`src/rtl/fkv_pkg.sv`:
```
// Package for the fixed-capacity key/value table.
// Holds the request and response payload types, the operation codes, the controller
// state type and the command/status structs shared by the controller and the datapath.
package fkv_pkg;

    localparam int DEF_CAPACITY   = 256;
    localparam int DEF_KEY_BITS   = 32;
    localparam int DEF_VALUE_BITS = 64;

    localparam int TYPE_W  = 3;
    localparam int KEY_W   = 32;
    localparam int VALUE_W = 64;
    localparam int INDEX_W = 8;
    localparam int COUNT_W = 9;

    typedef struct packed {
        logic [TYPE_W-1:0]  req_type;
        logic [KEY_W-1:0]   req_key;
        logic [VALUE_W-1:0] req_value;
        logic [INDEX_W-1:0] req_index;
    } t_req;

    typedef struct packed {
        logic               ok;
        logic [KEY_W-1:0]   key_out;
        logic [VALUE_W-1:0] value_out;
        logic [COUNT_W-1:0] entry_count;
    } t_rsp;

    typedef enum logic [TYPE_W-1:0] {
        OP_INSERT  = 3'd0,
        OP_UPDATE  = 3'd1,
        OP_UPSERT  = 3'd2,
        OP_ERASE   = 3'd3,
        OP_LOOKUP  = 3'd4,
        OP_READ_AT = 3'd5
    } t_op;

    typedef enum logic [3:0] {
        S_IDLE,
        S_START,
        S_SCAN,
        S_CMP,
        S_MISS,
        S_RDX,
        S_SH_RD,
        S_SH_WR,
        S_DONE
    } t_state;

    // Read address source.
    typedef enum logic [1:0] {
        RD_IDX,
        RD_IDX1,
        RD_REQ_INDEX
    } t_rd_sel;

    // Write address source.
    typedef enum logic {
        WA_IDX,
        WA_CNT
    } t_wa_sel;

    // Write data source.
    typedef enum logic {
        WD_REQ,
        WD_SHIFT
    } t_wd_sel;

    typedef struct packed {
        logic    req_ready;
        logic    load_req;
        logic    inc_idx;
        t_rd_sel rd_sel;
        logic    key_we;
        logic    val_we;
        t_wa_sel wa_sel;
        t_wd_sel wd_sel;
        logic    cnt_inc;
        logic    cnt_dec;
        logic    res_ok;
        logic    res_key;
        logic    res_val;
        logic    out_load;
    } t_cmd;

    typedef struct packed {
        t_op  op;
        logic idx_lt_cnt;
        logic idx1_lt_cnt;
        logic index_ok;
        logic key_hit;
        logic full;
        logic out_free;
    } t_sts;

endpackage

```
`src/rtl/fkv_ctrl.sv`:
```
// Controller state machine for the key/value table.
// Depends on fkv_pkg; drives the datapath through t_cmd and reads back t_sts.
module fkv_ctrl (
    input  logic          i_clk,
    input  logic          i_rst_n,
    input  logic          i_req_valid,
    input  fkv_pkg::t_sts i_sts,
    output fkv_pkg::t_cmd o_cmd
);
    import fkv_pkg::*;

    t_state r_state;
    t_state n_state;

    always_ff @(posedge i_clk) begin
        if (!i_rst_n) begin
            r_state <= S_IDLE;
        end else begin
            r_state <= n_state;
        end
    end

    always_comb begin
        n_state = r_state;
        unique case (r_state)
            S_IDLE: begin
                if (i_req_valid) begin
                    n_state = S_START;
                end
            end
            S_START: begin
                unique case (i_sts.op)
                    OP_READ_AT: n_state = i_sts.index_ok ? S_RDX : S_DONE;
                    OP_INSERT, OP_UPDATE, OP_UPSERT, OP_ERASE, OP_LOOKUP: begin
                        n_state = i_sts.idx_lt_cnt ? S_SCAN : S_MISS;
                    end
                    default: n_state = S_DONE;
                endcase
            end
            S_SCAN: n_state = S_CMP;
            S_CMP: begin
                if (i_sts.key_hit) begin
                    n_state = (i_sts.op == OP_ERASE) ? S_SH_RD : S_DONE;
                end else begin
                    n_state = i_sts.idx1_lt_cnt ? S_SCAN : S_MISS;
                end
            end
            S_MISS: n_state = S_DONE;
            S_RDX:  n_state = S_DONE;
            S_SH_RD: n_state = i_sts.idx1_lt_cnt ? S_SH_WR : S_DONE;
            S_SH_WR: n_state = S_SH_RD;
            S_DONE: begin
                if (i_sts.out_free) begin
                    n_state = S_IDLE;
                end
            end
            default: n_state = S_IDLE;
        endcase
    end

    always_comb begin
        o_cmd = '0;
        o_cmd.rd_sel = RD_IDX;
        o_cmd.wa_sel = WA_IDX;
        o_cmd.wd_sel = WD_REQ;
        unique case (r_state)
            S_IDLE: begin
                o_cmd.req_ready = 1'b1;
                o_cmd.load_req  = i_req_valid;
            end
            S_START: begin
                o_cmd.rd_sel = RD_REQ_INDEX;
            end
            S_SCAN: begin
                o_cmd.rd_sel = RD_IDX;
            end
            S_CMP: begin
                if (i_sts.key_hit) begin
                    unique case (i_sts.op)
                        OP_UPDATE, OP_UPSERT: begin
                            o_cmd.val_we = 1'b1;
                            o_cmd.res_ok = 1'b1;
                        end
                        OP_LOOKUP: begin
                            o_cmd.res_val = 1'b1;
                            o_cmd.res_ok  = 1'b1;
                        end
                        default: ;
                    endcase
                end else begin
                    o_cmd.inc_idx = 1'b1;
                end
            end
            S_MISS: begin
                // Absent key: only insert and upsert append, and only with room left.
                if ((i_sts.op == OP_INSERT || i_sts.op == OP_UPSERT) && !i_sts.full) begin
                    o_cmd.key_we  = 1'b1;
                    o_cmd.val_we  = 1'b1;
                    o_cmd.wa_sel  = WA_CNT;
                    o_cmd.cnt_inc = 1'b1;
                    o_cmd.res_ok  = 1'b1;
                end
            end
            S_RDX: begin
                o_cmd.res_key = 1'b1;
                o_cmd.res_val = 1'b1;
                o_cmd.res_ok  = 1'b1;
            end
            S_SH_RD: begin
                if (i_sts.idx1_lt_cnt) begin
                    o_cmd.rd_sel = RD_IDX1;
                end else begin
                    o_cmd.cnt_dec = 1'b1;
                    o_cmd.res_ok  = 1'b1;
                end
            end
            S_SH_WR: begin
                o_cmd.key_we  = 1'b1;
                o_cmd.val_we  = 1'b1;
                o_cmd.wd_sel  = WD_SHIFT;
                o_cmd.inc_idx = 1'b1;
            end
            S_DONE: begin
                o_cmd.out_load = i_sts.out_free;
            end
            default: ;
        endcase
    end

endmodule

```
`config.mk`:
```
export PLATFORM = sky130hd
export DESIGN_NAME = fkv_ctrl
export DESIGN_NICKNAME = d
export VERILOG_FILES = /design/src/rtl/fkv_pkg.sv /design/src/rtl/fkv_ctrl.sv
export SDC_FILE = /design/constraint.sdc
export NUM_CORES = 1
export LEC_CHECK = 0
export ABC_AREA = 0
export BUFFER_PORTS_ARGS = -buffer_cell sky130_fd_sc_hd__clkbuf_2
export CAP_MARGIN = 20
export CORE_AREA = 5 5 42 44
export CTS_CLUSTER_DIAMETER = 60
export DETAILED_ROUTE_END_ITERATION = 16
export DIE_AREA = 0 0 47 49
export MAX_ROUTING_LAYER = met4
export PLACE_DENSITY = 0.75
export SYNTH_ARGS = -nofsm -noshare
export SYNTH_HDL_FRONTEND = slang
export SYNTH_SLANG_ARGS = --single-unit
```
`constraint.sdc`:
```
create_clock -name i_clk -period 1.9 [get_ports i_clk]
set_input_delay 0.19 -clock i_clk [delete_from_list [all_inputs] [get_ports i_clk]]
set_output_delay 0.19 -clock i_clk [all_outputs]
set_load 0.005 [all_outputs]
```
==> impl_results.md <==
* Status: finished, final reports clean
* Place WS at 0.2357 ns
* Kind of critical path: register to primary output
* Worst Hold Class: input port to register
* Worst setup margin at 0.1339 ns
* Setup TNS at 0 ns
* Commonest non-fill, non-tap cell in the layout: clkbuf_2
* Worst-path clk slew at 0.03 ns
* Hold_sp: i_rst_n
* Worst path required time at 1.71 ns
* Unrepaired setup endpoints after global routing: no
* Area delta synth->final at 33.17%
* RePlAce Congestion at 0.8651
* Clk buf depth at 2
* Synth Flop Type: dfxtp_1
* Setup crit end kind: primary output
* Post-Syn Area at 501.7 sq um
* Worst Path Arrival at 1.58 ns
* Fmax at 0.5662 GHz
* Synth area leader: dfxtp_1
* Final Net Count at 113
* Initial core utilization at 35.80%
* IO Port Bufs at 26
* Vias after detailed routing at 627
* Share of the synthesized area in the top cell type at 15.96%
* Period utilization at 92.95%
* Antenna Violating Nets Remaining at 0
* Std cell rows at 14
* Number of remaining DRC errors at 0
* Largest regs: r_state x4
* CTS tree: done
* Placed cells at 112
* Chip width at 47 um
* TritonRoute pass-1 iters at 4
* Clk_lat worst skew at 0.24 ns
* Final Hold Violating Endpoints at 0
* H-tree depth at 1
* Slew Viols, Final at 0
* Minimum clock period at 1.766 ns
* Post-synth EDFFs at 0
* LEAKAGE at 0.0002773 uW
* Max reg flops at 4
* Total congestion overflow at 0
* First-pass GRT wire length at 2387 um
* Core area at 1401 sq um
* Share of cells above drive strength 1 at 38.38%
* Vias per cell at 5.452
* WHS at 0.1755 ns
* Max Cap Viol at 0
* Setup crit start kind: register
* Fillers at 147
* Initial antenna violation count at 0
* Largest net degree at the start of global routing at 13
* Synthesis Warnings at 0
* Synth top area cells: dfxtp_1 16%, nor2_1 7.5%, a31oi_1 5.0%, nor4_1 5.0%, buf_6 4.5%
* Root buffer cell: clkbuf_4
* Max-slew headroom at 61.67%
* Post-DP HPWL at 1219 um
* Num CTS Buffers at 3
* CP Max Fanout at 11
* Power per cell area at 488.8 nW/um^2
* Top reg by flops: r_state
* # IOs at 27
* CTS sink count at 4
* Die height at 49 um
* Syn Area/Cell at 6.690 sq um
* Total inserted antenna cells at 0
* Max VDD drop at 0.2293 mV
* Final WL at 1480 um
* Most frequent cells in the layout: 26 x clkbuf_2, 10 x nor2_1, 6 x nand2_1
* Setup-failing EPs final at 0
* Mapped Cells at 75
* Die area at 2303 sq um
* FF+latch count, synth at 4
* Non-filler instance count after layout at 115
* Initial drt markers at 13
* Overall Global Routing Usage at 14.49%
* Register area share after synthesis at 15.96%
* FF-to-FF Start: r_state[1]
* # hold bufs at CTS at 0
* Clk_skew at 0.006323 ns
* Number of global-route vias before repair at 583
* CP Launch Point: r_state[3]
* Async SR Flop Fraction at 0%
* Syn Nets at 87
* Least-Margin Pin Slew at 0.5605 ns
* R2r setup slk at 0.28 ns
* Post-synth cell types at 32
* WL/cell at 12.87 um
-- final timing paths --
kind | end | depth (start not counted)
hold reg to reg | r_state[0] | 1
setup / recovery | o_cmd[8] | 5
hold / removal | r_state[3] | 3
setup reg to reg | r_state[2] | 4
-- metrics by stage --
step	total power [uW]	area, sq um	util (%)
floorplan	172.2	501.7	-
global placement	211.1	621.8	44.38
detailed placement	213.1	621.8	44.38
CTS	324.1	650.6	46.43
global route	347.2	668.1	47.68
finish	326.6	668.1	47.68
-- critical path: stages, from the launching register on --
cell,delay (ns)
dfxtp_1,0.53
nand2b_1,0.26
nor3_1,0.07
buf_4,0.16
a31o_2,0.22
clkbuf_2,0.11
-- synth_stat cells (3+ instances only) --
cell type / n
inv_1: 4
nor4_1: 4
clkbuf_1: 4
a31oi_1: 4
nand2b_1: 3
dfxtp_1: 4
o21ai_0: 3
nor2_1: 10
nand2_1: 6
nor3_1: 4
-- kinds of logic (layout without fill, tap and decap cells) --
family          Yosys count  after routing  synth area share, %
compound gates           22             22                30.17
buf+inv                  11             35                11.97
flops                     4              4                15.96
simple gates             36             36                38.16
mux                       1              1                1.995
xor+xnor                  1              1                1.746
-- cell type report --
class	count	area (sq um)	share of cell area (%)
clock buffer	3	22.52	3.371
inverter	4	15.01	2.247
multi-input combinational	60	382.9	57.30
sequential	4	82.58	12.36
tap	16	20.02	2.996
timing repair buffer	28	145.1	21.72
-- power by group --
group / internal (uW) / switching [uW] / total, uW
combinational: 49.2 / 57.6 / 107
sequential: 91.6 / 18.5 / 110
clock: 70.9 / 38.7 / 110
total: 212 / 115 / 327
-- per-layer routing --
layer  wire (um)  vias up  track usage [%]
met3         110        3            3.690
met2         624       30            20.14
met5           0        -                -
li1            -      324                -
met4          22        0            8.295
met1         723      270            18.38
-- repair_timing --
item,in CTS,in global routing
resized for setup,1,4
endpoints found under the setup margin,2,4
setup buffers,0,0
hold endpoints to repair,0,0
Note: power is estimated with default switching activity, not from simulation.
